## src/design/bat_pkg.sv

```systemverilog
// ----------------------------------------------------------------------------
// bat_pkg - shared types and constants of the bilinear texel filter
// Widths of texels, fractions, corner weights and lane products.
// ----------------------------------------------------------------------------
package bat_pkg;

	localparam int CH_W         = 8;   // one color channel
	localparam int NUM_CH       = 4;   // A, R, G, B
	localparam int NUM_CORNERS  = 4;   // TL, TR, BR, BL
	localparam int TEXEL_W      = CH_W * NUM_CH;
	localparam int FRAC_W       = 8;
	localparam int WEIGHT_W     = 17;  // corner weight, up to 65536
	localparam int PROD_W       = CH_W + WEIGHT_W;
	localparam int SUM_W        = PROD_W + 2;
	localparam int WEIGHT_SHIFT = 16;  // weights sum to 1 << 16

	// smoothstep coefficient: f*f*(768 - 2f) >> 16
	localparam logic [9:0] SMOOTH_K = 10'd768;
	localparam int SMOOTH_SQ_W   = 2 * FRAC_W;
	localparam int SMOOTH_PROD_W = SMOOTH_SQ_W + 10;

	// corner order inside packed vectors
	localparam int CORNER_TL = 0;
	localparam int CORNER_TR = 1;
	localparam int CORNER_BR = 2;
	localparam int CORNER_BL = 3;

	// channel order inside a texel (byte index)
	localparam int CH_ALPHA = 3;

	localparam logic [CH_W-1:0] CH_MAX = 8'hFF;

	typedef logic [TEXEL_W-1:0]                        texel_t;
	typedef logic [NUM_CORNERS-1:0][TEXEL_W-1:0]       texel_vec_t;
	typedef logic [NUM_CORNERS-1:0][CH_W-1:0]          chan_vec_t;
	typedef logic [NUM_CORNERS-1:0][WEIGHT_W-1:0]      weight_vec_t;
	typedef logic [NUM_CORNERS-1:0][PROD_W-1:0]        prod_vec_t;
	typedef logic [NUM_CH-1:0][NUM_CORNERS-1:0][PROD_W-1:0] lane_prod_t;

	// stage enables of the two-stage fraction unit
	typedef struct packed {
		logic s1;
		logic s2;
	} frac_en_t;

endpackage

```

## src/design/bat_lane.sv

```systemverilog
// ----------------------------------------------------------------------------
// bat_lane - one color channel lane
// Multiplies the channel byte of each corner by its weight.
// ----------------------------------------------------------------------------
module bat_lane (
	input  logic                 clk,
	input  logic                 en,
	input  bat_pkg::chan_vec_t   chan,
	input  bat_pkg::weight_vec_t weight,
	output bat_pkg::prod_vec_t   prod_s4
);
	import bat_pkg::*;

	prod_vec_t prod;

	always_comb begin
		for (int k = 0; k < NUM_CORNERS; k++) begin
			prod[k] = {{WEIGHT_W{1'b0}}, chan[k]} * {{CH_W{1'b0}}, weight[k]};
		end
	end

	always_ff @(posedge clk) begin
		if (en) begin
			prod_s4 <= prod;
		end
	end

endmodule

```

## config.mk

```make
export PLATFORM = sky130hd
export DESIGN_NAME = bat_lane
export DESIGN_NICKNAME = d
export VERILOG_FILES = /design/src/design/bat_pkg.sv /design/src/design/bat_lane.sv
export SDC_FILE = /design/constraint.sdc
export NUM_CORES = 1
export LEC_CHECK = 0
export ABC_AREA = 0
export ABC_CLOCK_PERIOD_IN_PS = 7390
export BUFFER_PORTS_ARGS = -buffer_cell sky130_fd_sc_hd__buf_2
export CAP_MARGIN = 5
export CORE_ASPECT_RATIO = 1.4
export CORE_MARGIN = 2
export CORE_UTILIZATION = 55
export DETAILED_ROUTE_END_ITERATION = 7
export GPL_ROUTABILITY_DRIVEN = 0
export PLACE_DENSITY = 0.78
export SYNTH_ARGS = -nofsm -noshare
export SYNTH_HDL_FRONTEND = slang
export SYNTH_SLANG_ARGS = --single-unit
```

## constraint.sdc

```tcl
create_clock -name clk -period 7.39 [get_ports clk]
set_clock_uncertainty 0.05 [all_clocks]
set_input_delay 0.3695 -clock clk [delete_from_list [all_inputs] [get_ports clk]]
set_output_delay 0.3695 -clock clk [all_outputs]
set_load 0.01 [all_outputs]
```

; Word level (Yosys, flattened, before mapping)
; Index checks and enable logic that the tools add are counted.
[op_classes]
add_sub_neg = 0
n_mul = 4
n_div = 0
order_cmp = 0
n_eq_ne = 0
shifts = 0
n_mux = 0
bitwise_logic = 0
reduce_logical = 0
[ops]
columns = cell, count
row1 = multiplier 8 x 17 -> 25 bit, 4
[totals]
reg_bits = 100
latchBits = 0
ram_bits = 0
romBits = 0
in_bits = 102
output_inout_bits = 100
word_cells = 8
n_memories = 0

; Depth between registers and ports, before layout
[logic_depth]
word_depth = 1
depth_mapped = 19
mapped_depth_nobuf = 17

; Least setup slack after synthesis
; Ideal clock, no wire load.
[synth_path]
path_kind = input-to-reg
from = input port chan[26] in the netlist's numbering
to = register prod_s4[96] in the netlist's numbering (data pin)
setup_ps = 272
arrival_ps = 4482
slack_ps = 2586
cell_stages = 15
path_cell_list = clkbuf_1 nand2_1 fa_1 inv_1 fa_1 fa_1 inv_1 fa_1 inv_1 ha_1 a21o_1 o41ai_2 a31oi_4 nor3b_1 or4_1
[synth_rtl]
columns = item, line
row1 = "start, declared", bat_lane.sv:8  ; input bat_pkg::chan_vec_t chan,
row2 = "end signal, assigned", bat_lane.sv:24  ; prod_s4 <= prod;
row3 = "end, declared", bat_lane.sv:10  ; output bat_pkg::prod_vec_t prod_s4

==> metrics.txt <==
# TYPE chip_impl_metric gauge
chip_impl_metric{name="timing.final.max_slew_violations",unit=""} 0
chip_impl_metric{name="yosys.cell_types.count",unit=""} 67
chip_impl_info{name="min_from",value="weight[51]"} 1
chip_impl_metric{name="pwr_density_cell",unit="nW/um^2"} 334
chip_impl_metric{name="timing.hold.worst_path_depth",unit=""} 2
chip_impl_metric{name="antenna_found_initial",unit=""} 0
chip_impl_metric{name="grt_max_degree",unit=""} 79
chip_impl_metric{name="yosysWarnings",unit=""} 0
chip_impl_info{name="timing.hold.worst.class",value="input pin to flop"} 1
chip_impl_info{name="outcome",value="finished clean"} 1
chip_impl_metric{name="grt_pass1_wl",unit="microns"} 78800
chip_impl_info{name="startpoint",value="chan[26]"} 1
chip_impl_metric{name="postCtsSetupRepairBufs",unit=""} 0
chip_impl_metric{name="insertedDiodeCount",unit=""} 0
chip_impl_info{name="cp_launch_type",value="input pin"} 1
chip_impl_metric{name="cts_sinks",unit=""} 100
chip_impl_metric{name="clock_transition_at_the_registers_of_the_reported_paths",unit="ns"} 0.09
chip_impl_metric{name="cts_made_buffers",unit=""} 9
chip_impl_metric{name="layout.filler_cells",unit=""} 3104
chip_impl_metric{name="place_hpwl",unit="microns"} 37700
chip_impl_info{name="critPathCaptureType",value="flop"} 1
chip_impl_metric{name="synth_seq_cells",unit=""} 100
chip_impl_metric{name="post_synth_instance_area",unit="sq um"} 20500
chip_impl_info{name="cts_tree",value="built"} 1
chip_impl_metric{name="fin_util",unit="%"} 60.6
chip_impl_metric{name="setup_violations",unit=""} 0
chip_impl_metric{name="detail_route_antenna_nets",unit=""} 0
chip_impl_metric{name="largest_register_ffs",unit=""} 100
chip_impl_metric{name="area_delta_synth_final",unit="%"} 8.47
chip_impl_metric{name="synthesized_netlist_cell_count",unit=""} 2117
chip_impl_metric{name="routed_via_density",unit=""} 5.52
chip_impl_metric{name="grt.total_usage",unit="%"} 25.2
chip_impl_metric{name="die_width",unit="microns"} 167
chip_impl_metric{name="maximum_achievable_frequency",unit="GHz"} 0.209
chip_impl_info{name="dominantRegCellSynth",value="edfxtp_1"} 1
chip_impl_metric{name="drc_errors",unit=""} 0
chip_impl_metric{name="multi_input_area",unit="sq um"} 15700
chip_impl_metric{name="worst-path-max-fanout",unit=""} 17
chip_impl_metric{name="power",unit="W"} 0.00741
chip_impl_info{name="rsz_0062_raised_after_global_routing",value="no"} 1
chip_impl_metric{name="routed_wirelength",unit="microns"} 46400
chip_impl_metric{name="layout.area.seq",unit="sq um"} 3000
chip_impl_info{name="register_containing_the_most_flip_flops_in_the_final_layout",value="prod_s4"} 1
chip_impl_info{name="crit_type",value="input pin to flop"} 1
chip_impl_metric{name="first_global_vias",unit=""} 17044
chip_impl_metric{name="drt_iter0_drc",unit=""} 740
chip_impl_metric{name="post_route_cells_drive_above_1_share",unit="%"} 10.4
chip_impl_metric{name="globalRoute.totalOverflow",unit=""} 0
chip_impl_metric{name="post_synth.cell_area_avg",unit="sq um"} 9.67
chip_impl_metric{name="post_cts.resized_instances",unit=""} 0
chip_impl_info{name="hold_path_endpoint",value="prod_s4[75]"} 1
chip_impl_metric{name="synthArstFlopShare",unit="%"} 0
chip_impl_metric{name="syn-num-nets",unit=""} 2759
chip_impl_info{name="clock-root-buffer",value="clkbuf_16"} 1
chip_impl_metric{name="worstPathRequired",unit="ns"} 7.45
chip_impl_metric{name="max_slew.worst_pin.slew",unit="ns"} 1.11
chip_impl_metric{name="worst_ir_drop_vdd",unit="uV"} 330
chip_impl_metric{name="seq_area_frac_synth",unit="%"} 14.7
chip_impl_metric{name="hold_violations",unit=""} 0
chip_impl_metric{name="cts_hold_repair.buffers",unit=""} 0
chip_impl_metric{name="core_footprint",unit="sq um"} 36700
chip_impl_metric{name="cap_viol_max_count",unit=""} 0
chip_impl_metric{name="fp.dieH",unit="microns"} 232
chip_impl_metric{name="layout_min_cycle_time",unit="ns"} 4.78
chip_impl_metric{name="ioPinCount",unit=""} 202
chip_impl_metric{name="nets",unit=""} 2926
chip_impl_metric{name="ctsLongestPathBuffers",unit=""} 2
chip_impl_metric{name="max_slew_margin",unit="%"} 26.0
chip_impl_metric{name="clock_tree.htree_level_count",unit=""} 3
chip_impl_metric{name="finalSetupTns",unit="ns"} 0
chip_impl_info{name="largest_registers",value="prod_s4 x100"} 1
chip_impl_metric{name="cp_data_arrival_time",unit="ns"} 4.85
chip_impl_metric{name="placement.io_buffers",unit=""} 201
chip_impl_metric{name="initial_core_util",unit="%"} 55.8
chip_impl_metric{name="power.static_leakage",unit="nW"} 11.2
chip_impl_metric{name="row_count",unit=""} 83
chip_impl_metric{name="fin_crit_sh",unit="%"} 64.7
chip_impl_metric{name="mean_routed_wirelength_per_cell",unit="microns"} 16.8
chip_impl_metric{name="drt_first_pass_iters",unit=""} 5
chip_impl_metric{name="synth-edff-count",unit=""} 100
chip_impl_metric{name="detailed_route_via_count",unit=""} 15224
chip_impl_metric{name="floorplan.die_area",unit="sq um"} 38800
## metal layers
layer | global-route usage (%) | share of wire [%] | vias to the layer above
met1 | 27.0 | 36 | 7675
li1 | - | - | 6902
met4 | 13.4 | 4.9 | 0
met5 | 0 | 0 | -
met2 | 48.0 | 54 | 484
met3 | 3.27 | 4.4 | 163
## cells in the final DEF (no fill, tap or decap), types with 3 or more instances in the layout
master	count
o21a_1	6
and3_1	9
nand2_1	122
a211oi_1	6
buf_2	200
nor3_1	4
and2_1	466
nand4_1	7
nand3_1	21
or3_1	3
a31o_2	3
clkinv_8	4
o21ai_0	24
clkbuf_16	9
xor2_1	24
a21oi_1	72
o21bai_1	7
or4_1	3
mux2i_1	3
a31oi_1	9
nor2b_1	7
a21o_1	49
nor2_1	33
edfxtp_1	100
nand2b_1	11
inv_1	422
ha_1	180
o21ai_1	12
xnor2_1	53
o221ai_1	3
o211ai_1	8
fa_1	360
## cell type report
| class | instances | share of cell area (%) |
|---|---|---|
| clock buffers | 9 | 1.01 |
| clock inverters | 7 | 0.411 |
| inverters | 422 | 7.13 |
| multi-input cells | 1549 | 70.7 |
| flip-flops and latches | 100 | 13.5 |
| well taps | 467 | 2.63 |
| repair buffers | 202 | 4.58 |
## where the power goes
group | internal (W) | switching (W) | total [W]
clock | 0.000245 | 0.000288 | 0.000532
combinational | 0.00240 | 0.00326 | 0.00566
sequential | 0.00114 | 0.0000766 | 0.00122
## worst max-delay path by stage
stage,end,cells past startpoint
finish,prod_s4[96],15
global route,prod_s4[96],17
CTS,prod_s4[96],17
detailed placement,prod_s4[96],17
global placement,prod_s4[96],15
floorplan,prod_s4[96],15
## critical path, cell delays in order
cell and delay (ns):
buf_2 0.24, nand2_1 0.13, fa_1 0.55, inv_1 0.06, fa_1 0.48, fa_1 0.52
inv_1 0.06, fa_1 0.47, inv_1 0.04, ha_1 0.35, a21o_1 0.23, o41ai_2 0.47
a31oi_4 0.20, nor3b_1 0.17, or4_1 0.50
## logic make-up (layout without fill, tap and decap cells)
group	count (synthesis)	count (layout)	share of synthesized area, %
and+or+nand+nor	700	700	19.5
adders and majority gates	540	540	46.2
buffers and inverters	468	640	8.64
AOI/OAI and AO/OA	229	229	7.54
DFF	100	100	14.7
xor gates and xnor gates	77	77	3.29
muxes	3	3	0.147
## synth_stat cells (all sizes together) (2+ instances only)
cell / count / area [sq um]
and2: 466 / 2920
inv: 422 / 1580
fa: 360 / 7210
ha: 180 / 2250
nand2: 122 / 458
edfxtp: 100 / 3000
a21oi: 74 / 385
xnor2: 53 / 464
a21o: 49 / 368
clkbuf: 43 / 161
o21ai: 37 / 196
nor2: 33 / 124
xor2: 24 / 210
nand3: 21 / 105
and3: 11 / 71.3
nand2b: 11 / 68.8
a31oi: 10 / 77.6
a211oi: 8 / 70.1
nor2b: 8 / 57.6
o211ai: 8 / 60.1
nand4: 7 / 43.8
o21bai: 7 / 52.6
o21a: 6 / 45.0
a21boi: 4 / 41.3
nor3: 4 / 20.0
a31o: 3 / 26.3
mux2i: 3 / 30.0
o221ai: 3 / 26.3
or3: 3 / 18.8
or4: 3 / 22.5
a211o: 2 / 18.8
and4: 2 / 17.5
buf: 2 / 12.5
nor3b: 2 / 15.0
nor4b: 2 / 17.5
o2111ai: 2 / 17.5
o22ai: 2 / 12.5
o311ai: 2 / 17.5
or2: 2 / 12.5
or2b: 2 / 16.3
## through the flow
step	setup WS, ns	std cells	hold WS (ns)	cell area, sq um
6_report	2.61	2756	0.323	22200
5_1_grt	2.35	2756	0.322	22200
4_1_cts	2.63	2756	0.291	22200
3_5_place_dp	2.23	2740	0.702	21900
3_3_place_gp	2.30	2740	0.695	21900
2_1_floorplan	2.59	2117	0.432	20500
(Power assumes the default switching activity.)
