### config.mk
export PLATFORM = sky130hd
export DESIGN_NAME = bat_weights
export DESIGN_NICKNAME = d
export VERILOG_FILES = /design/src/design/bat_pkg.sv /design/src/design/bat_weights.sv
export SDC_FILE = /design/constraint.sdc
export NUM_CORES = 1
export LEC_CHECK = 0
export BUFFER_PORTS_ARGS = -buffer_cell sky130_fd_sc_hd__buf_2
export CAP_MARGIN = 10
export CORE_MARGIN = 2
export CORE_UTILIZATION = 35
export DETAILED_ROUTE_END_ITERATION = 12
export GPL_ROUTABILITY_DRIVEN = 0
export PLACE_DENSITY = 0.52
export SLEW_MARGIN = 20
export SYNTH_ARGS = -nofsm -noshare
export SYNTH_HDL_FRONTEND = slang
export SYNTH_SLANG_ARGS = --single-unit
### constraint.sdc
create_clock -name clk -period 7.35 [get_ports clk]
set_input_delay 0.735 -clock clk [delete_from_list [all_inputs] [get_ports clk]]
set_output_delay 0.735 -clock clk [all_outputs]
set_load 0.005 [all_outputs]
### src/design/bat_pkg.sv
// ----------------------------------------------------------------------------
// bat_pkg - shared types and constants of the bilinear texel filter
// Widths of texels, fractions, corner weights and lane products.
// ----------------------------------------------------------------------------
package bat_pkg;

	localparam int CH_W         = 8;   // one color channel
	localparam int NUM_CH       = 4;   // A, R, G, B
	localparam int NUM_CORNERS  = 4;   // TL, TR, BR, BL
	localparam int TEXEL_W      = CH_W * NUM_CH;
	localparam int FRAC_W       = 8;
	localparam int WEIGHT_W     = 17;  // corner weight, up to 65536
	localparam int PROD_W       = CH_W + WEIGHT_W;
	localparam int SUM_W        = PROD_W + 2;
	localparam int WEIGHT_SHIFT = 16;  // weights sum to 1 << 16

	// smoothstep coefficient: f*f*(768 - 2f) >> 16
	localparam logic [9:0] SMOOTH_K = 10'd768;
	localparam int SMOOTH_SQ_W   = 2 * FRAC_W;
	localparam int SMOOTH_PROD_W = SMOOTH_SQ_W + 10;

	// corner order inside packed vectors
	localparam int CORNER_TL = 0;
	localparam int CORNER_TR = 1;
	localparam int CORNER_BR = 2;
	localparam int CORNER_BL = 3;

	// channel order inside a texel (byte index)
	localparam int CH_ALPHA = 3;

	localparam logic [CH_W-1:0] CH_MAX = 8'hFF;

	typedef logic [TEXEL_W-1:0]                        texel_t;
	typedef logic [NUM_CORNERS-1:0][TEXEL_W-1:0]       texel_vec_t;
	typedef logic [NUM_CORNERS-1:0][CH_W-1:0]          chan_vec_t;
	typedef logic [NUM_CORNERS-1:0][WEIGHT_W-1:0]      weight_vec_t;
	typedef logic [NUM_CORNERS-1:0][PROD_W-1:0]        prod_vec_t;
	typedef logic [NUM_CH-1:0][NUM_CORNERS-1:0][PROD_W-1:0] lane_prod_t;

	// stage enables of the two-stage fraction unit
	typedef struct packed {
		logic s1;
		logic s2;
	} frac_en_t;

endpackage

### src/design/bat_weights.sv
// ----------------------------------------------------------------------------
// bat_weights - corner weight generator
// Forms the four 17-bit bilinear weights from the shaped fractions.
// ----------------------------------------------------------------------------
module bat_weights (
	input  logic                       clk,
	input  logic                       en,
	input  logic [bat_pkg::FRAC_W-1:0] fx,
	input  logic [bat_pkg::FRAC_W-1:0] fy,
	output bat_pkg::weight_vec_t       weight_s3
);
	import bat_pkg::*;

	localparam int OP_W = FRAC_W + 1;

	logic [OP_W-1:0]   ax, ay, nx, ny;
	logic [2*OP_W-1:0] p_tl, p_tr, p_br, p_bl;

	assign ax = {1'b0, fx};
	assign ay = {1'b0, fy};
	assign nx = (OP_W'(1) << FRAC_W) - ax;
	assign ny = (OP_W'(1) << FRAC_W) - ay;

	assign p_tl = {{OP_W{1'b0}}, nx} * {{OP_W{1'b0}}, ny};
	assign p_tr = {{OP_W{1'b0}}, ax} * {{OP_W{1'b0}}, ny};
	assign p_br = {{OP_W{1'b0}}, ax} * {{OP_W{1'b0}}, ay};
	assign p_bl = {{OP_W{1'b0}}, nx} * {{OP_W{1'b0}}, ay};

	always_ff @(posedge clk) begin
		if (en) begin
			weight_s3[CORNER_TL] <= p_tl[WEIGHT_W-1:0];
			weight_s3[CORNER_TR] <= p_tr[WEIGHT_W-1:0];
			weight_s3[CORNER_BR] <= p_br[WEIGHT_W-1:0];
			weight_s3[CORNER_BL] <= p_bl[WEIGHT_W-1:0];
		end
	end

endmodule

# Word-level counts from Yosys, hierarchy flattened
# Index checks and enable logic that the tools add are counted.
# W data, S select, Z words.
# op_classes
addsub,2
mul,4
div,0
n_lt_le_gt_ge,0
eq_ne,0
shifts,0
n_mux,0
n_bitwise,0
reduce_logical,0
# ops
op,n
$sub A9 B8 Y9 const A,2
$mul A8 B9 Y17,1
$mul A9 B8 Y17,1
$mul A9 B9 Y17,1
$mul A8 B8 Y16,1
# word_totals
register_bits,68
latch_bits,0
mem_bits_rw,0
mem_bits_ro,0
input_bits,18
memories,0

# Longest topological paths before layout
# depth
ltp_word,2
depth_mapped,23
ltp_nobuf,21

# Worst setup path before layout
# No wires, ideal clock.
# synth_timing
path_type,input -> register
start,input port fy[1] in the netlist's numbering
end,"register weight_s3[30] in the netlist's numbering, data pin"
arrival_ns,5.468
required_ns,7.170
slack_ns,1.702
stages,19
n_path_buf,1
path_cell_list,inv_1 > ha_1 > nor3b_1 > xnor2_1 > clkbuf_1 > and2_1 > fa_1 > fa_1 > fa_1 > inv_1 > fa_1 > inv_1 > ha_1 > a21o_1 > a21oi_2 > nand2_1 > o21ai_1 > or4b_1 > o311ai_1
# synth_via
elab_chain_cells,2
# synth_lines
element,line,text
start: declaration,bat_weights.sv:9,"input logic [bat_pkg::FRAC_W-1:0] fy,"
$sub A9 B8 Y9,bat_weights.sv:22,assign ny = (OP_W'(1) << FRAC_W) - ay;
$mul A8 B9 Y17,bat_weights.sv:25,"assign p_tr = {{OP_W{1'b0}}, ax} * {{OP_W{1'b0}}, ny};"
via p_tr[13],bat_weights.sv:17,"logic [2*OP_W-1:0] p_tl, p_tr, p_br, p_bl;"
end signal: indexed assignment,bat_weights.sv:31,weight_s3[CORNER_TL] <= p_tl[WEIGHT_W-1:0];
end signal: indexed assignment,bat_weights.sv:32,weight_s3[CORNER_TR] <= p_tr[WEIGHT_W-1:0];
end signal: indexed assignment,bat_weights.sv:33,weight_s3[CORNER_BR] <= p_br[WEIGHT_W-1:0];
end: declaration,bat_weights.sv:10,output bat_pkg::weight_vec_t weight_s3
# The timed path passes the listed nets, and every way through them passes these cells.
# A chain may end at the register's enable or synchronous reset.

# Final worst setup path
# layout_timing
start,input port fx[0] in the netlist's numbering
end,"register weight_s3[67] in the netlist's numbering, data pin"
# layout_via
elab_chain_cells,2
# layout_lines
element,line,text
start: declaration,bat_weights.sv:8,"input logic [bat_pkg::FRAC_W-1:0] fx,"
$sub A9 B8 Y9,bat_weights.sv:21,assign nx = (OP_W'(1) << FRAC_W) - ax;
$mul A9 B8 Y17,bat_weights.sv:27,"assign p_bl = {{OP_W{1'b0}}, nx} * {{OP_W{1'b0}}, ay};"
via p_bl[16],bat_weights.sv:17,
# The timed path passes the listed nets, and every way through them passes these cells.

==> metrics.txt <==
# TYPE chip_impl_metric gauge
chip_impl_info{name="status",value="finished, final reports clean"} 1
chip_impl_metric{name="initialDrtViolationCount",unit=""} 412
chip_impl_metric{name="setup_viol_count_final",unit=""} 0
chip_impl_info{name="worstSetupPathType",value="in -> reg"} 1
chip_impl_info{name="netlist.top_cell.by_area",value="fa_1"} 1
chip_impl_metric{name="combined_area_of_the_multi_input_logic_cells",unit="um^2"} 8350
chip_impl_metric{name="setup_ws",unit="ps"} 1060
chip_impl_info{name="ys.flop_type",value="edfxtp_1"} 1
chip_impl_metric{name="place_hpwl",unit="mm"} 21.4
chip_impl_metric{name="grt_first_pass_wirelength",unit="mm"} 44.0
chip_impl_info{name="critical_path.endpoint_type",value="flop"} 1
chip_impl_metric{name="holdPathStages",unit=""} 3
chip_impl_metric{name="maxCapViolations",unit=""} 0
chip_impl_info{name="worst_hold_startpoint",value="fx[0]"} 1
chip_impl_metric{name="sequential_element_share_of_the_synthesized_area",unit="%"} 16.9
chip_impl_metric{name="fmaxAchievable",unit="GHz"} 0.159
chip_impl_metric{name="global_route.usage.total",unit="%"} 16.8
chip_impl_info{name="synth_area_leaders",value="fa_1 30%, edfxtp_1 17%, ha_1 16%, inv_1 8.0%, and2_1 8.0%"} 1
chip_impl_metric{name="synth.distinct_cells",unit=""} 52
chip_impl_metric{name="grt_pass1_vias",unit=""} 8416
chip_impl_metric{name="overflow",unit=""} 0
chip_impl_metric{name="critPathMaxFanout",unit=""} 14
chip_impl_metric{name="post_route_cells_drive_above_1_share",unit="%"} 10.2
chip_impl_metric{name="post_cts_hold_buffer_count",unit=""} 0
chip_impl_metric{name="number_of_antenna_violations_at_the_first_check_in_global_routing",unit=""} 3
chip_impl_metric{name="cts_setup_buffers",unit=""} 0
chip_impl_info{name="critical_path.startpoint_type",value="input port"} 1
chip_impl_metric{name="fillerInstances",unit=""} 3214
chip_impl_metric{name="nNetsFinal",unit=""} 1590
chip_impl_metric{name="die-area",unit="um^2"} 33900
chip_impl_metric{name="clock-sinks",unit=""} 64
chip_impl_metric{name="place_ws",unit="ps"} 719
chip_impl_metric{name="final_design_area_no_fill",unit="um^2"} 12600
chip_impl_metric{name="finalWirelength",unit="mm"} 26.3
chip_impl_metric{name="worst_vdd_drop",unit="mV"} 0.147
chip_impl_info{name="setup_repair_after_global_routing_missed_its_margin",value="no"} 1
chip_impl_metric{name="synth_top_cell_area_share",unit="%"} 29.8
chip_impl_metric{name="layout.core_utilization",unit="%"} 39.5
chip_impl_metric{name="maxSlewHeadroom",unit="%"} 38.2
chip_impl_metric{name="synth_edf_count",unit=""} 64
chip_impl_metric{name="final.setup.tns",unit="ps"} 0
chip_impl_metric{name="ys.warnings.count",unit=""} 0
chip_impl_metric{name="drtPass1Iterations",unit=""} 5
chip_impl_metric{name="p_leak",unit="nW"} 6.37
chip_impl_info{name="clock-root-buffer",value="clkbuf_16"} 1
chip_impl_metric{name="synthesis.instances",unit=""} 1190
chip_impl_info{name="top_regs",value="weight_s3: 64 flops"} 1
chip_impl_metric{name="ys_ff_latch",unit=""} 64
chip_impl_info{name="most_repeated_cell_in_the_gate_level_netlist_after_synthesis",value="inv_1"} 1
chip_impl_metric{name="drc",unit=""} 0
chip_impl_metric{name="start_util",unit="%"} 35.7
chip_impl_metric{name="worst_ep_arrival_time",unit="ps"} 6370
chip_impl_metric{name="mappedNetlistNets",unit=""} 1525
chip_impl_metric{name="worst_setup_hold_path_clk_slew",unit="ps"} 60
chip_impl_metric{name="tritoncts.num_buffers",unit=""} 9
chip_impl_metric{name="std_cell_rows",unit=""} 65
chip_impl_metric{name="vias_per_cell",unit=""} 4.77
chip_impl_metric{name="cts.htree.levels",unit=""} 3
chip_impl_metric{name="wl_per_cell",unit="um"} 15.5
chip_impl_info{name="worstHoldPathType",value="in -> reg"} 1
chip_impl_metric{name="die_width",unit="um"} 184
chip_impl_metric{name="fp.dieH",unit="um"} 184
chip_impl_metric{name="antenna_violating_nets_post_route",unit=""} 0
chip_impl_info{name="synth_common_cells",value="242 x inv_1, 169 x fa_1, 148 x ha_1"} 1
chip_impl_metric{name="number_of_flip_flops_under_the_largest_register_name",unit=""} 64
chip_impl_metric{name="finalPower",unit="W"} 0.00346
chip_impl_metric{name="route.vias.total",unit=""} 8090
chip_impl_metric{name="synthToLayoutAreaGrowth",unit="%"} 10.7
chip_impl_metric{name="timing.final.hold_violations",unit=""} 0
chip_impl_metric{name="timing_worst_slew_pin_value",unit="ps"} 920
chip_impl_info{name="worst_hold_path.endpoint",value="weight_s3[1]"} 1
chip_impl_metric{name="areal_power_density_over_the_cells",unit="nW/um^2"} 275
chip_impl_metric{name="cp_data_required_time",unit="ps"} 7440
chip_impl_metric{name="post-route-min-period",unit="ps"} 6290
chip_impl_metric{name="placement.io_buffers",unit=""} 84
chip_impl_metric{name="placement.cell_area",unit="um^2"} 12300
chip_impl_metric{name="maximum_number_of_pins_on_one_net_before_global_route_repair",unit=""} 65
chip_impl_metric{name="clock_path_buffers",unit=""} 2
chip_impl_metric{name="number_of_gates_given_a_new_drive_strength_after_cts",unit=""} 0
chip_impl_info{name="largest-register",value="weight_s3"} 1
chip_impl_metric{name="core_area",unit="um^2"} 31800
chip_impl_metric{name="synth_async_sr_flop_share",unit="%"} 0
chip_impl_metric{name="fin_crit_sh",unit="%"} 85.6
chip_impl_metric{name="syn_area",unit="um^2"} 11400
chip_impl_metric{name="io_pins",unit=""} 86
chip_impl_metric{name="register_area",unit="um^2"} 1920
chip_impl_metric{name="timing_max_transition_violations_final",unit=""} 0
chip_impl_metric{name="syn_area_per_cell",unit="um^2"} 9.55
chip_impl_info{name="cts_tree",value="yes"} 1
-- area by class of cell --
type / instances / area share [%]
Multi-Input combinational cell: 837 / 66.4
Tap cell: 435 / 4.33
Inverter: 243 / 7.25
Sequential cell: 64 / 15.3
Antenna cell: 3 / 0.0597
Clock inverter: 5 / 0.577
Clock buffer: 10 / 1.82
Timing Repair Buffer: 100 / 4.30
-- per-layer routing --
layer | track usage (%) | part of all wire [%] | wire, um | vias up
met2 | 27.8 | 48 | 12500 | 176
met5 | 0 | 0 | 0 | -
li1 | - | - | - | 3844
met1 | 22.5 | 46 | 12000 | 4042
met3 | 2.81 | 4.7 | 1250 | 28
met4 | 5.02 | 2.0 | 516 | 0
-- report_power, final --
part           internal, W  switching, W  total [W]
sequential        0.000668     0.0000301   0.000698
combinational      0.00101       0.00129    0.00230
clock             0.000292      0.000167   0.000459
-- cell usage in the layout, fill, tap and decap left out, types with 3 or more instances in the layout --
cell type and n:
a21oi_1 31, nand3_1 6, a41oi_1 3, inv_1 242, o21bai_1 4, nand4_1 3
fa_1 169, nand2b_1 4, nand2_1 109, nor3_2 4, xor2_1 20, clkbuf_16 9
nor2_1 45, ha_1 148, a31o_2 3, o21ai_1 4, and3_1 4, xnor2_1 40
edfxtp_1 64, buf_2 84, o21ai_0 13, a21o_1 14, o21a_1 4, nor4_1 8
nor3_1 10, buf_4 16, nor2b_1 9, diode_2 3, and2_1 145
-- worst max-delay path: stages --
cell     delay, ps
buf_2          240
inv_1          190
ha_1           300
nand2_1        150
xor2_1         590
buf_4          300
nand2_1         90
fa_1           460
fa_1           540
inv_1           50
fa_1           470
inv_1           50
fa_1           530
inv_1           40
ha_1           350
nor2_1         140
and4b_1        210
a21oi_1        300
o21ai_1        200
o41ai_1        340
a41oi_1         90
-- worst max path at each step --
stage	end	start	slack, ps
after floorplan	weight_s3[30]	fy[1]	1700
after global placement	weight_s3[31]	fy[1]	850
after detailed placement	weight_s3[31]	fy[1]	720
after CTS	weight_s3[30]	fy[1]	1100
after global routing	weight_s3[67]	fx[0]	750
final	weight_s3[67]	fx[0]	1060
-- kinds of logic after synthesis --
group / after synthesis / share of synthesized area, %
muxes: 2 / 0.176
adders and majority gates: 317 / 46.1
DFF: 64 / 16.9
xor gates and xnor gates: 62 / 4.78
and+or+nand+nor: 358 / 16.6
AOI/OAI and AO/OA: 97 / 5.69
other: 1 / 0.0330
buffers and inverters: 289 / 9.75
-- metrics by stage --
step,std cells,hold WS [ps]
6_report,1697,1060
5_1_grt,1695,1060
4_1_cts,1694,1010
3_5_place_dp,1679,1120
3_3_place_gp,1679,1130
2_1_floorplan,1190,847
No activity file was read; power rests on OpenSTA's default activity.
