==> config.mk <==
export PLATFORM = sky130hd
export DESIGN_NAME = bat_merge
export DESIGN_NICKNAME = d
export VERILOG_FILES = /design/src/design/bat_pkg.sv /design/src/design/bat_merge.sv
export SDC_FILE = /design/constraint.sdc
export NUM_CORES = 1
export LEC_CHECK = 0
export ABC_AREA = 1
export ABC_CLOCK_PERIOD_IN_PS = 3070
export BUFFER_PORTS_ARGS = -buffer_cell sky130_fd_sc_hd__buf_4
export CAP_MARGIN = 20
export CORE_AREA = 2 2 168 170
export DETAILED_ROUTE_END_ITERATION = 10
export DIE_AREA = 0 0 170 172
export GPL_ROUTABILITY_DRIVEN = 0
export PLACE_DENSITY = 0.7
export SETUP_SLACK_MARGIN = 0.05
export SLEW_MARGIN = 10
export SYNTH_ARGS = -nofsm -noshare
export SYNTH_HDL_FRONTEND = slang
export SYNTH_SLANG_ARGS = --single-unit
==> constraint.sdc <==
create_clock -name clk -period 3.07 [get_ports clk]
set_input_delay 0.4605 -clock clk [delete_from_list [all_inputs] [get_ports clk]]
set_output_delay 0.4605 -clock clk [all_outputs]
set_load 0.1 [all_outputs]
==> src/design/bat_pkg.sv <==
// ----------------------------------------------------------------------------
// bat_pkg - shared types and constants of the bilinear texel filter
// Widths of texels, fractions, corner weights and lane products.
// ----------------------------------------------------------------------------
package bat_pkg;

	localparam int CH_W         = 8;   // one color channel
	localparam int NUM_CH       = 4;   // A, R, G, B
	localparam int NUM_CORNERS  = 4;   // TL, TR, BR, BL
	localparam int TEXEL_W      = CH_W * NUM_CH;
	localparam int FRAC_W       = 8;
	localparam int WEIGHT_W     = 17;  // corner weight, up to 65536
	localparam int PROD_W       = CH_W + WEIGHT_W;
	localparam int SUM_W        = PROD_W + 2;
	localparam int WEIGHT_SHIFT = 16;  // weights sum to 1 << 16

	// smoothstep coefficient: f*f*(768 - 2f) >> 16
	localparam logic [9:0] SMOOTH_K = 10'd768;
	localparam int SMOOTH_SQ_W   = 2 * FRAC_W;
	localparam int SMOOTH_PROD_W = SMOOTH_SQ_W + 10;

	// corner order inside packed vectors
	localparam int CORNER_TL = 0;
	localparam int CORNER_TR = 1;
	localparam int CORNER_BR = 2;
	localparam int CORNER_BL = 3;

	// channel order inside a texel (byte index)
	localparam int CH_ALPHA = 3;

	localparam logic [CH_W-1:0] CH_MAX = 8'hFF;

	typedef logic [TEXEL_W-1:0]                        texel_t;
	typedef logic [NUM_CORNERS-1:0][TEXEL_W-1:0]       texel_vec_t;
	typedef logic [NUM_CORNERS-1:0][CH_W-1:0]          chan_vec_t;
	typedef logic [NUM_CORNERS-1:0][WEIGHT_W-1:0]      weight_vec_t;
	typedef logic [NUM_CORNERS-1:0][PROD_W-1:0]        prod_vec_t;
	typedef logic [NUM_CH-1:0][NUM_CORNERS-1:0][PROD_W-1:0] lane_prod_t;

	// stage enables of the two-stage fraction unit
	typedef struct packed {
		logic s1;
		logic s2;
	} frac_en_t;

endpackage

==> src/design/bat_merge.sv <==
// ----------------------------------------------------------------------------
// bat_merge - lane merge and output register
// Sums each lane, drops the 16 fraction bits, forces opaque alpha.
// ----------------------------------------------------------------------------
module bat_merge (
	input  logic                clk,
	input  logic                en,
	input  bat_pkg::lane_prod_t lane_prod,
	input  logic                opaque,
	output bat_pkg::texel_t     color_s5,
	output logic                blend_s5
);
	import bat_pkg::*;

	logic [NUM_CH-1:0][SUM_W-1:0] acc;
	texel_t                       color;

	always_comb begin
		for (int c = 0; c < NUM_CH; c++) begin
			acc[c] = {2'b00, lane_prod[c][CORNER_TL]} + {2'b00, lane_prod[c][CORNER_TR]}
			       + {2'b00, lane_prod[c][CORNER_BR]} + {2'b00, lane_prod[c][CORNER_BL]};
			color[c*CH_W +: CH_W] = acc[c][WEIGHT_SHIFT +: CH_W];
		end
		if (opaque) begin
			color[CH_ALPHA*CH_W +: CH_W] = CH_MAX;
		end
	end

	always_ff @(posedge clk) begin
		if (en) begin
			color_s5 <= color;
			blend_s5 <= ~opaque;
		end
	end

endmodule
# --- Word-level counts from Yosys, hierarchy flattened ---
# Index checks and enable logic that the tools add are counted.
totals:
  mem_bits_ro: 0
  register_bits: 33
  latchBits: 0
  output_inout_bits: 33
  elab_cells: 16
  ram_bits: 0
  n_memories: 0
  inputBits: 403
op_classes:
  bitwise: 1
  shifts: 0
  eq_ne: 0
  addsub: 12
  mul: 0
  n_reduce_logical: 0
  muxes: 0
  div: 0
  magnitude_cmp: 0
op_table:
  columns: ["op", "count"]
  rows:
  - ["adder 24 bit", 12]
  - ["inverter 1 bit", 1]

# --- Longest topological paths before layout ---
# Gate-level depths: netlist of run 1.
logic_depth:
  word_depth: 3
  depth_mapped: 16
  depth_no_buf: 16

# --- Worst setup path before layout of run 1 ---
# No wires, ideal clock.
synth_timing:
  path_type: "input -> register"
  start: "input lane_prod[313] (netlist name)"
  end: "register color_s5[27], data pin"
  slack_ns: 0.303
  n_path_buf: 0
  required_ns: 2.809
  setup_ns: 0.261
  cell_stages: 12
  t_arrival_ns: 2.506
  cell_sequence: "inv_1 -> fa_1 -> fa_1 -> inv_1 -> ha_1 -> nand2_1 -> nor2_1 -> nand2_1 -> nor4_1 -> nand2_1 -> nand3_1 -> nand3_1"
synth_between:
  elab_chain_len: 3
synth_rtl:
  columns: ["element", "line_no", "text"]
  rows:
  - ["from (decl)", "bat_merge.sv:8", "input bat_pkg::lane_prod_t lane_prod,"]
  - ["adder 24 bit", "bat_merge.sv:20", "acc[c] = {2'b00, lane_prod[c][CORNER_TL]} + {2'b00, lane_prod[c][CORNER_TR]}"]
  - ["adder 24 bit (2 in a row)", "bat_merge.sv:21", "+ {2'b00, lane_prod[c][CORNER_BR]} + {2'b00, lane_prod[c][CORNER_BL]};"]
  - ["to (signal assigned)", "bat_merge.sv:31", "color_s5 <= color;"]
  - ["to (decl)", "bat_merge.sv:10", "output bat_pkg::texel_t color_s5,"]
# Every way passes these cells.
# A chain may end at the register's enable or synchronous reset.

==> results of run 1 <==
## cell usage in the layout, fill, tap and decap left out, types with 2 or more instances in the layout
master                      synthesis  layout
sky130_fd_sc_hd__inv_1            628     628
sky130_fd_sc_hd__buf_4              0     457
sky130_fd_sc_hd__nand2_1          299     299
sky130_fd_sc_hd__fa_1             180     180
sky130_fd_sc_hd__nor2_1           114     114
sky130_fd_sc_hd__a21oi_1           90      89
sky130_fd_sc_hd__ha_1              84      84
sky130_fd_sc_hd__nand3_1           73      73
sky130_fd_sc_hd__o21ai_0           39      39
sky130_fd_sc_hd__edfxtp_1          33      33
sky130_fd_sc_hd__nand4_1           27      27
sky130_fd_sc_hd__nor3_1            13      13
sky130_fd_sc_hd__a21o_1            11      11
sky130_fd_sc_hd__xnor2_1            9       9
sky130_fd_sc_hd__o21bai_1           9       9
sky130_fd_sc_hd__xor2_1             7       7
sky130_fd_sc_hd__nand2_2            6       6
sky130_fd_sc_hd__nor3_2             6       6
sky130_fd_sc_hd__nor2_2             5       5
sky130_fd_sc_hd__clkbuf_16          0       5
sky130_fd_sc_hd__nor4_1             4       4
sky130_fd_sc_hd__o21a_1             4       4
sky130_fd_sc_hd__a21boi_0           3       3
sky130_fd_sc_hd__o31ai_1            3       3
sky130_fd_sc_hd__and2_1             3       3
sky130_fd_sc_hd__nand3b_1           3       3
sky130_fd_sc_hd__clkinv_1           1       3
sky130_fd_sc_hd__o21ai_1            2       2
sky130_fd_sc_hd__or2_2              2       2
sky130_fd_sc_hd__a31oi_1            2       2
sky130_fd_sc_hd__nor2_4             2       2
## worst paths after layout
kind / start / to / slack (ps) / cells after the start
setup / recovery: lane_prod[214] / color_s5[19] / 220 / 14
hold / removal: lane_prod[173] / color_s5[15] / 640 / 5
## Yosys cell counts, drive strengths merged
library cell  count  share of area, %
a21boi            3              0.20
a21o             12              0.80
a21oi            90               3.9
a31oi             2              0.11
and2              4              0.22
and3              1             0.055
clkinv            1             0.033
edfxtp           33               8.7
fa              180                31
ha               84               9.2
inv             629                21
nand2           305                10
nand3            73               3.2
nand3b            3              0.20
nand4            27               1.5
nor2            121               4.2
nor3             19               1.1
nor4              4              0.22
o21a              4              0.26
o21ai            41               1.8
o21bai            9              0.59
o31ai             3              0.20
or2               2              0.11
xnor2             9              0.69
xor2              7              0.54
## report_power, final
part	internal [uW]	leakage (uW)	switching [uW]	total (uW)
registers	744	0.000323	62.3	806
clock network	295	0.0000687	243	539
logic	2380	0.00904	4350	6740
total	3420	0.00943	4660	8080
## final cells by class
class / count / area, sq um / share of cell area [%]
multi-input combinational: 1003 / 8090 / 52.4
timing repair buffer: 457 / 3430 / 22.2
inverter: 630 / 2360 / 15.3
sequential: 33 / 991 / 6.41
tap: 346 / 433 / 2.80
clock buffer: 5 / 125 / 0.810
clock inverter: 3 / 12.5 / 0.0810
antenna: 1 / 2.50 / 0.0162
## worst max-delay path: stages
cell                       delay (ps)
sky130_fd_sc_hd__buf_4             80
sky130_fd_sc_hd__inv_1             40
sky130_fd_sc_hd__fa_1             490
sky130_fd_sc_hd__fa_1             510
sky130_fd_sc_hd__inv_1             50
sky130_fd_sc_hd__ha_1             300
sky130_fd_sc_hd__a21oi_1          190
sky130_fd_sc_hd__a21boi_0         230
sky130_fd_sc_hd__buf_4            150
sky130_fd_sc_hd__nor2_1            30
sky130_fd_sc_hd__nor2_1           150
sky130_fd_sc_hd__nand3_1           90
sky130_fd_sc_hd__nand2_1           60
sky130_fd_sc_hd__nand2_1           50
## per-layer routing
metal | wire, microns | vias to the layer above | global-route usage (%)
li1 | - | 5775 | -
met1 | 12700 | 5372 | 25.6
met2 | 17300 | 412 | 43.6
met3 | 2350 | 45 | 3.46
met4 | 792 | 0 | 6.87
met5 | 0 | - | 0
## timing repair
item / 4_1_cts / 5_1_grt
endpoints found under the setup margin: 0 / 1
hold buffers: 0 / 0
resized for setup: 0 / 1
hold endpoints to repair: 0 / 0
## registers in the layout, summed over array words and instances, names as in the netlist
signal    flops
color_s5     32
blend_s5      1
## kinds of logic after synthesis
family | after synthesis | synth area share [%]
buf+inv | 630 | 20.7
simple gates | 559 | 20.9
fa+ha+maj | 264 | 40.7
compound gates | 164 | 7.88
flops | 33 | 8.66
xor+xnor | 16 | 1.22
## per-stage QoR
step / worst slack [ps] / area [sq um] / cells / util [%]
after global placement: -65.4 / 15300 / 2469 / 55.7
after floorplan: 303 / 11400 / 1666 / -
after global routing: 52.9 / 15500 / 2478 / 56.2
after detailed placement: -111 / 15300 / 2469 / 55.7
final: 215 / 15500 / 2478 / 56.2
after CTS: 218 / 15400 / 2477 / 56.2
==> qor.json, run 1 <==
{
  "maxClockFrequency_ghz": 0.350,
  "grt_max_degree": 34,
  "clk_transition_reported_paths_ps": 70,
  "yosysWarningCount": 0,
  "max-clock-path-buffers": 2,
  "postSynthCellCount": 1666,
  "die-width_microns": 170,
  "seq_area_frac_synth_pct": 8.66,
  "hold_ws_ps": 644,
  "report.final.slew_viol_count": 0,
  "floorplan.initialDensity_pct": 41.7,
  "groute.usage.overall_pct": 22.6,
  "fin_total_pwr_uw": 8080,
  "hp-class": "input pin to flip-flop",
  "layout_worst_path_cycle_share_pct": 93.0,
  "grt_pass1_wl_microns": 53100,
  "grt_pass1_vias": 11889,
  "dr.first_iter.drc_count": 404,
  "number_of_h_tree_levels": 2,
  "cp.arrival_ps": 2910,
  "end_kind": "flip-flop",
  "die_y_microns": 172,
  "status": "finished clean",
  "number_of_buffers_inserted_during_clock_tree_synthesis": 5,
  "tritoncts_clock_tree": "done",
  "setup_viol": 0,
  "fin_tns_setup_ps": 0,
  "synth-seq-cells": 33,
  "detail-route-antenna-nets": 0,
  "dieArea_sq_mm": 0.0292,
  "power_per_cell_area_mw_per_mm2": 523,
  "area_growth_pct": 35.0,
  "num_vias": 11604,
  "avgSynthCellArea_sq_um": 6.87,
  "post_synth_instance_area_sq_mm": 0.0114,
  "numPortBuffers": 419,
  "final_layout_size_suffix_gt1_share_pct": 22.9,
  "grt_overflow_total": 0,
  "synth_nets": 2333,
  "coreArea_sq_mm": 0.0275,
  "detail_route.drc_violations": 0,
  "via_per_inst": 4.68,
  "timing_hold_violations_final": 0,
  "clock_sink_count": 33,
  "category_of_the_worst_setup_path_launch_point": "input pin",
  "io_pins": 436,
  "pin_slew_with_the_least_headroom_to_its_limit_ps": 592,
  "antenna_found_initial": 1,
  "cts_post_setup_buffers_inserted": 0,
  "power_leakage_uw": 0.00943,
  "layout.nets": 2797,
  "vdd.ir_drop.worst_mv": 0.542,
  "rsz_0062_raised_after_global_routing": "false",
  "num-fill-cells": 2666,
  "max_slew_margin_pct": 60.5,
  "critical_path_required_ps": 3120,
  "drt_pass1_iterations": 5,
  "clockRootBuffer": "sky130_fd_sc_hd__clkbuf_16",
  "finalCriticalPeriod_ps": 2850,
  "core.rowCount": 61,
  "detailedPlacementHpwl_microns": 30200,
  "drt_total_wl_microns": 33100,
  "setup_crit_path_kind": "input pin to flip-flop",
  "synthDistinctLibCells": 33,
  "drv_cap": 0,
  "routed_wire_length_per_instance_microns": 13.4,
  "critical_path_peak_fanout": 3
}
(Power assumes the default switching activity.)
==> run 2, diff against run 1 <==
Settings changed: GPL_TIMING_DRIVEN from default to 0, TNS_END_PERCENT from default to 10.
==> run 2 against run 1 <==
Cell count fell by 1.5%. Hold slack got worse by 5.6 ps. Via count shrank 2.2%.
==> qor.json, run 2 (same netlist as run 1, synthesis figures left out) <==
{
  "status": {"value": "finished clean", "change": "unchanged"},
  "final_layout_size_suffix_gt1_share": {"value": 21.5, "unit": "%", "change": "was 22.9%"},
  "grt_pass1_vias": {"value": 11387, "change": "was 11889"},
  "die-width": {"value": 170, "unit": "microns", "change": "unchanged"},
  "setup_crit_path_kind": {"value": "input pin to flip-flop", "change": "unchanged"},
  "layout.nets": {"value": 2759, "change": "was 2797"},
  "category_of_the_worst_setup_path_launch_point": {"value": "input pin", "change": "unchanged"},
  "cp.arrival": {"value": 3010, "unit": "ps", "change": "was 2910 ps"},
  "regMostFlops": {"value": "color_s5", "change": "unchanged"},
  "drt_total_wl": {"value": 32200, "unit": "microns", "change": "was 33100 microns"},
  "detail-route-antenna-nets": {"value": 0, "change": "unchanged"},
  "power_leakage": {"value": 0.00925, "unit": "uW", "change": "was 0.00943 uW"},
  "clock_sink_count": {"value": 33, "change": "unchanged"},
  "area_growth": {"value": 32.6, "unit": "%", "change": "was 35.0%"},
  "drv_cap": {"value": 0, "change": "unchanged"},
  "cts_post_setup_buffers_inserted": {"value": 0, "change": "unchanged"},
  "grt_overflow_total": {"value": 0, "change": "unchanged"},
  "number_of_buffers_inserted_during_clock_tree_synthesis": {"value": 5, "change": "unchanged"},
  "dp_worst_setup_slack": {"value": -158, "unit": "ps", "change": "was -111 ps"},
  "tritoncts_clock_tree": {"value": "done", "change": "unchanged"},
  "largest_register_ff_count": {"value": 32, "change": "unchanged"},
  "max-clock-path-buffers": {"value": 2, "change": "unchanged"},
  "hp-class": {"value": "input pin to flip-flop", "change": "unchanged"},
  "core.rowCount": {"value": 61, "change": "unchanged"},
  "dr_wl_met3": {"value": 2510, "unit": "microns", "change": "was 2350 microns"},
  "postLayoutCellArea": {"value": 0.0152, "unit": "sq mm", "change": "was 0.0155 sq mm"},
  "layout.cells.most_common_list": {"value": "sky130_fd_sc_hd__inv_1, sky130_fd_sc_hd__buf_4, sky130_fd_sc_hd__nand2_1, sky130_fd_sc_hd__fa_1, sky130_fd_sc_hd__nor2_1", "change": "unchanged"},
  "io_pins": {"value": 436, "change": "unchanged"},
  "top_signal_layer_used": {"value": "met4", "change": "unchanged"},
  "antenna_found_initial": {"value": 1, "change": "unchanged"},
  "layout_worst_path_cycle_share": {"value": 97.0, "unit": "%", "change": "was 93.0%"},
  "layout_commonest_cell": {"value": "sky130_fd_sc_hd__inv_1", "change": "unchanged"},
  "m1WireLength": {"value": 12300, "unit": "microns", "change": "was 12700 microns"},
  "finalCriticalPeriod": {"value": 2980, "unit": "ps", "change": "was 2850 ps"},
  "max_slew_margin": {"value": 59.4, "unit": "%", "change": "was 60.5%"},
  "hold_ws": {"value": 638, "unit": "ps", "change": "was 644 ps"},
  "grt_pass1_wl": {"value": 51100, "unit": "microns", "change": "was 53100 microns"},
  "clk_transition_reported_paths": {"value": 70, "unit": "ps", "change": "about the same"},
  "detail_route.drc_violations": {"value": 0, "change": "unchanged"},
  "drt_pass1_iterations": {"value": 7, "change": "was 5"},
  "pin_slew_with_the_least_headroom_to_its_limit": {"value": 609, "unit": "ps", "change": "was 592 ps"},
  "number_of_h_tree_levels": {"value": 2, "change": "unchanged"},
  "floorplan.initialDensity": {"value": 41.7, "unit": "%", "change": "unchanged"},
  "critical_path_required": {"value": 3110, "unit": "ps", "change": "was 3120 ps"},
  "dpl-instance-area": {"value": 0.0150, "unit": "sq mm", "change": "was 0.0153 sq mm"},
  "routed_wire_length_per_instance": {"value": 13.2, "unit": "microns", "change": "was 13.4 microns"},
  "power.net_switching": {"value": 4590, "unit": "uW", "change": "was 4660 uW"},
  "post-route-worst-setup-slack": {"value": 92.6, "unit": "ps", "change": "was 215 ps"},
  "die_y": {"value": 172, "unit": "microns", "change": "unchanged"},
  "grt_max_degree": {"value": 34, "change": "unchanged"},
  "biggestRegsByFlops": {"value": "color_s5 x32, blend_s5 x1", "change": "unchanged"},
  "clockRootBuffer": {"value": "sky130_fd_sc_hd__clkbuf_16", "change": "unchanged"},
  "dr.first_iter.drc_count": {"value": 465, "change": "was 404"},
  "setup_viol": {"value": 0, "change": "unchanged"},
  "end_kind": {"value": "flip-flop", "change": "unchanged"},
  "dieArea": {"value": 0.0292, "unit": "sq mm", "change": "unchanged"},
  "pwr-share-clk": {"value": 6.9, "unit": "%", "change": "was 6.7%"},
  "maxClockFrequency": {"value": 0.336, "unit": "GHz", "change": "was 0.350 GHz"},
  "vdd.ir_drop.worst": {"value": 0.422, "unit": "mV", "change": "was 0.542 mV"},
  "detailedPlacementHpwl": {"value": 29200, "unit": "microns", "change": "was 30200 microns"},
  "report.final.slew_viol_count": {"value": 0, "change": "unchanged"},
  "p_int": {"value": 3200, "unit": "uW", "change": "was 3420 uW"},
  "combinationalPowerShare": {"value": 82.9, "unit": "%", "change": "was 83.4%"},
  "via_per_inst": {"value": 4.65, "change": "was 4.68"},
  "critical_path_peak_fanout": {"value": 3, "change": "unchanged"},
  "coreArea": {"value": 0.0275, "unit": "sq mm", "change": "unchanged"},
  "seqPwrFrac": {"value": 10.2, "unit": "%", "change": "was 10.0%"},
  "numPortBuffers": {"value": 419, "change": "unchanged"},
  "route.met2.wl": {"value": 16500, "unit": "microns", "change": "was 17300 microns"},
  "num_vias": {"value": 11350, "change": "was 11604"},
  "power_per_cell_area": {"value": 514, "unit": "mW/mm^2", "change": "was 523 mW/mm^2"},
  "post-route-util": {"value": 55.2, "unit": "%", "change": "was 56.2%"},
  "rsz_0062_raised_after_global_routing": {"value": "true", "change": "was false"},
  "groute.usage.overall": {"value": 21.8, "unit": "%", "change": "was 22.6%"},
  "timing_hold_violations_final": {"value": 0, "change": "unchanged"},
  "netSwitchingFraction": {"value": 58.9, "unit": "%", "change": "was 57.6%"}
}
-- run 2: cell count changes in the layout (fill, tap and decap cells not counted), sizes merged --
cell and change:
buf -38
-- run 2: per-layer routing --
layer | vias to the layer above | track usage, %
met4 | 0 | 6.95
met3 | 55 | 3.23
met1 | 5156 | 25.1
met2 | 455 | 41.3
li1 | 5684 | -
met5 | - | 0
-- run 2: path summary, 6_finish.rpt --
| path | start | depth (start not counted) | endpoint |
|---|---|---|---|
| worst min-delay path | lane_prod[173] | 5 | color_s5[15] |
| worst max-delay path | lane_prod[213] | 14 | color_s5[19] |
-- run 2: repair_timing --
item                       4_1_cts  5_1_grt
gates resized for setup          0        3
setup endpoints to repair        0        8
hold buffers                     0        0
-- run 2: critical path, stage by stage --
cell and delay, ps:
sky130_fd_sc_hd__buf_4 80, sky130_fd_sc_hd__inv_1 40, sky130_fd_sc_hd__fa_1 510, sky130_fd_sc_hd__fa_1 490, sky130_fd_sc_hd__inv_1 40, sky130_fd_sc_hd__ha_1 300
sky130_fd_sc_hd__nand2_1 180, sky130_fd_sc_hd__inv_1 50, sky130_fd_sc_hd__a21boi_0 340, sky130_fd_sc_hd__nor2_1 70, sky130_fd_sc_hd__nor2_1 180, sky130_fd_sc_hd__nand3_1 110
sky130_fd_sc_hd__nand2_1 70, sky130_fd_sc_hd__nand2_1 80
-- run 2: power groups by stage --
| stage | clock (uW) | sequential [uW] | combinational [uW] |
|---|---|---|---|
| global placement | 0 | 801 | 6330 |
| CTS | 552 | 799 | 6430 |
| floorplan | 0 | 1980 | 3480 |
| detailed placement | 0 | 804 | 6400 |
| global route | 566 | 812 | 7170 |
| finish | 537 | 797 | 6460 |
-- run 2: area by class of cell --
class / instances / area [sq um]
antenna: 1 / 2.50
clock inverter: 3 / 12.5
timing repair buffer: 419 / 3150
tap: 346 / 433
fill: 2625 / 12300
clock buffer: 5 / 125
multi-input combinational: 1003 / 8100
inverter: 630 / 2360
sequential: 33 / 991
-- run 2: through the flow --
stage | TNS [ps] | power [uW] | std cells
after global routing | 0 | 8550 | 2440
after global placement | -795 | 7130 | 2431
final | 0 | 7790 | 2440
after floorplan | 0 | 5460 | 1666
after detailed placement | -1180 | 7200 | 2431
after CTS | 0 | 7780 | 2439
==> run 3, diff against run 2 <==
Settings changed: MAX_ROUTING_LAYER from default to met4.
==> run 3 against run 2 <==
Sequential share of layout area stayed put. Combinational power hardly changed. Via count grew 0.15%. Critical path depth did not move. Clock-buffer cell count is the same. Global-route usage grew 0.64 points. Die area did not move. Flip-flop and latch count unchanged. Maximum frequency grew 1.1%. Total power barely moved. Cell count unchanged. Sequential power about the same. Largest cell class unchanged. Largest power group unchanged.
==> qor.json, run 3 (same netlist as run 1, synthesis figures left out) <==
{
  "worstPathBufferInverterCount": {"value": 4, "change": "unchanged"},
  "tritoncts_clock_tree": {"value": "done", "change": "unchanged"},
  "post-route-util": {"value": 55.2, "unit": "%", "change": "unchanged"},
  "clk_transition_reported_paths": {"value": 70, "unit": "ps", "change": "about the same"},
  "max_slew_margin": {"value": 59.3, "unit": "%", "change": "was 59.4%"},
  "largest_register_ff_count": {"value": 32, "change": "unchanged"},
  "cts-resized-gates": {"value": 0, "change": "unchanged"},
  "setup_viol": {"value": 0, "change": "unchanged"},
  "floorplan.initialDensity": {"value": 41.7, "unit": "%", "change": "unchanged"},
  "drv_cap": {"value": 0, "change": "unchanged"},
  "number_of_h_tree_levels": {"value": 2, "change": "unchanged"},
  "worstHoldPathCells": {"value": 2, "change": "was 5"},
  "clockRootBuffer": {"value": "sky130_fd_sc_hd__clkbuf_16", "change": "unchanged"},
  "critical_path_peak_fanout": {"value": 3, "change": "unchanged"},
  "rsz_0062_raised_after_global_routing": {"value": "true", "change": "unchanged"},
  "detailedPlacementHpwl": {"value": 29200, "unit": "microns", "change": "unchanged"},
  "die_y": {"value": 172, "unit": "microns", "change": "unchanged"},
  "grt_pass1_vias": {"value": 11395, "change": "was 11387"},
  "core.rowCount": {"value": 61, "change": "unchanged"},
  "antenna_found_initial": {"value": 1, "change": "unchanged"},
  "power_leakage": {"value": 0.00925, "unit": "uW", "change": "unchanged"},
  "grt_overflow_total": {"value": 0, "change": "unchanged"},
  "final_layout_size_suffix_gt1_share": {"value": 21.5, "unit": "%", "change": "unchanged"},
  "io_pins": {"value": 436, "change": "unchanged"},
  "worstHoldStart": {"value": "opaque", "change": "was lane_prod[173]"},
  "min_to": {"value": "blend_s5", "change": "was color_s5[15]"},
  "hold_ws": {"value": 638, "unit": "ps", "change": "about the same"},
  "worst_path_dominant_cell_family": {"value": "adder cells", "change": "unchanged"},
  "coreArea": {"value": 0.0275, "unit": "sq mm", "change": "unchanged"},
  "groute.usage.overall": {"value": 22.4, "unit": "%", "change": "was 21.8%"},
  "layout_worst_path_cycle_share": {"value": 95.9, "unit": "%", "change": "was 97.0%"},
  "critical_path_required": {"value": 3110, "unit": "ps", "change": "about the same"},
  "drt_pass1_iterations": {"value": 7, "change": "unchanged"},
  "die-width": {"value": 170, "unit": "microns", "change": "unchanged"},
  "number_of_buffers_inserted_during_clock_tree_synthesis": {"value": 5, "change": "unchanged"},
  "grt_pass1_wl": {"value": 51100, "unit": "microns", "change": "about the same"},
  "numPortBuffers": {"value": 419, "change": "unchanged"},
  "vdd.ir_drop.worst": {"value": 0.423, "unit": "mV", "change": "was 0.422 mV"},
  "cts.hold.buffers_added": {"value": 0, "change": "unchanged"},
  "path_cells": {"value": "buf_4, inv_1, fa_1, fa_1, inv_1, ha_1, nand2_1, inv_1, a21boi_0, nor2_1, nor2_1, nand3_1, nand2_1, nand2_1", "change": "unchanged"},
  "num_vias": {"value": 11367, "change": "was 11350"},
  "routed_wire_length_per_instance": {"value": 13.2, "unit": "microns", "change": "about the same"},
  "num-fill-cells": {"value": 2625, "change": "unchanged"},
  "power_per_cell_area": {"value": 514, "unit": "mW/mm^2", "change": "about the same"},
  "finalCriticalPeriod": {"value": 2940, "unit": "ps", "change": "was 2980 ps"},
  "biggestRegsByFlops": {"value": "color_s5 x32, blend_s5 x1", "change": "unchanged"},
  "dr.first_iter.drc_count": {"value": 450, "change": "was 465"},
  "drt_total_wl": {"value": 32200, "unit": "microns", "change": "about the same"},
  "clock_sink_count": {"value": 33, "change": "unchanged"},
  "layout.nets": {"value": 2759, "change": "unchanged"},
  "setup_crit_path_kind": {"value": "input pin to flip-flop", "change": "unchanged"},
  "fin_tns_setup": {"value": 0, "unit": "ps", "change": "unchanged"},
  "status": {"value": "finished clean", "change": "unchanged"},
  "multi_input_comb_area": {"value": 0.00810, "unit": "sq mm", "change": "unchanged"},
  "category_of_the_worst_setup_path_launch_point": {"value": "input pin", "change": "unchanged"},
  "cpPeakStageDelay": {"value": 510, "unit": "ps", "change": "about the same"},
  "detail_route.drc_violations": {"value": 0, "change": "unchanged"},
  "max-clock-path-buffers": {"value": 2, "change": "unchanged"},
  "timing_hold_violations_final": {"value": 0, "change": "unchanged"},
  "end_kind": {"value": "flip-flop", "change": "unchanged"},
  "maxClockFrequency": {"value": 0.340, "unit": "GHz", "change": "was 0.336 GHz"},
  "grt_max_degree": {"value": 34, "change": "unchanged"},
  "report.final.slew_viol_count": {"value": 0, "change": "unchanged"},
  "area_growth": {"value": 32.6, "unit": "%", "change": "unchanged"},
  "regMostFlops": {"value": "color_s5", "change": "unchanged"},
  "layout.cells.most_common_list": {"value": "sky130_fd_sc_hd__inv_1, sky130_fd_sc_hd__buf_4, sky130_fd_sc_hd__nand2_1, sky130_fd_sc_hd__fa_1, sky130_fd_sc_hd__nor2_1", "change": "unchanged"},
  "cts_post_setup_buffers_inserted": {"value": 0, "change": "unchanged"},
  "register_area": {"value": 991, "unit": "sq um", "change": "unchanged"},
  "fin_total_pwr": {"value": 7790, "unit": "uW", "change": "about the same"},
  "post-route-worst-setup-slack": {"value": 126, "unit": "ps", "change": "was 92.6 ps"},
  "detail-route-antenna-nets": {"value": 0, "change": "unchanged"},
  "hp-class": {"value": "input pin to flip-flop", "change": "unchanged"},
  "via_per_inst": {"value": 4.66, "change": "was 4.65"},
  "worst_path_max_delay_cell": {"value": "sky130_fd_sc_hd__fa_1", "change": "unchanged"},
  "layout_commonest_cell": {"value": "sky130_fd_sc_hd__inv_1", "change": "unchanged"},
  "cp.arrival": {"value": 2980, "unit": "ps", "change": "was 3010 ps"},
  "dp_worst_setup_slack": {"value": -158, "unit": "ps", "change": "unchanged"},
  "dieArea": {"value": 0.0292, "unit": "sq mm", "change": "unchanged"},
  "pin_slew_with_the_least_headroom_to_its_limit": {"value": 610, "unit": "ps", "change": "was 609 ps"}
}
[run 3: per-layer routing]
layer  routed length, microns  GRT usage (%)  up-vias
li1                         -              -     5682
met1                    12500           25.4     5150
met2                    16500           41.3      478
met3                     2380           2.72       57
met4                      848           6.95        0
met5                        0              -        -
[run 3: where the power goes]
group / total, uW / leakage, uW / switching, uW / internal [uW]
clock network: 536 / 0.0000687 / 241 / 295
logic: 6460 / 0.00886 / 4300 / 2160
registers: 797 / 0.000323 / 53.9 / 743
total: 7790 / 0.00925 / 4590 / 3200
[run 3: worst max-delay path by stage]
stage	from	end	slack (ps)	cells past startpoint
after global placement	lane_prod[115]	color_s5[10]	-110	13
after floorplan	lane_prod[313]	color_s5[27]	300	12
after detailed placement	lane_prod[218]	color_s5[19]	-160	13
after CTS	lane_prod[218]	color_s5[19]	170	13
final	lane_prod[213]	color_s5[19]	130	14
after global routing	lane_prod[313]	color_s5[27]	20	13
[run 3: through the flow]
| step | std cells | cell area [sq um] |
|---|---|---|
| after CTS | 2439 | 15200 |
| after floorplan | 1666 | 11400 |
| after detailed placement | 2431 | 15000 |
| after global routing | 2440 | 15200 |
| final | 2440 | 15200 |
| after global placement | 2431 | 15000 |
[run 3: cell type report]
cell class              instances  area share, %
well taps                     346           2.85
diodes                          1         0.0165
inverters                     630           15.6
multi-input cells            1003           53.4
clock buffers                   5          0.825
clock inverters                 3         0.0825
flip-flops and latches         33           6.53
repair buffers                419           20.7
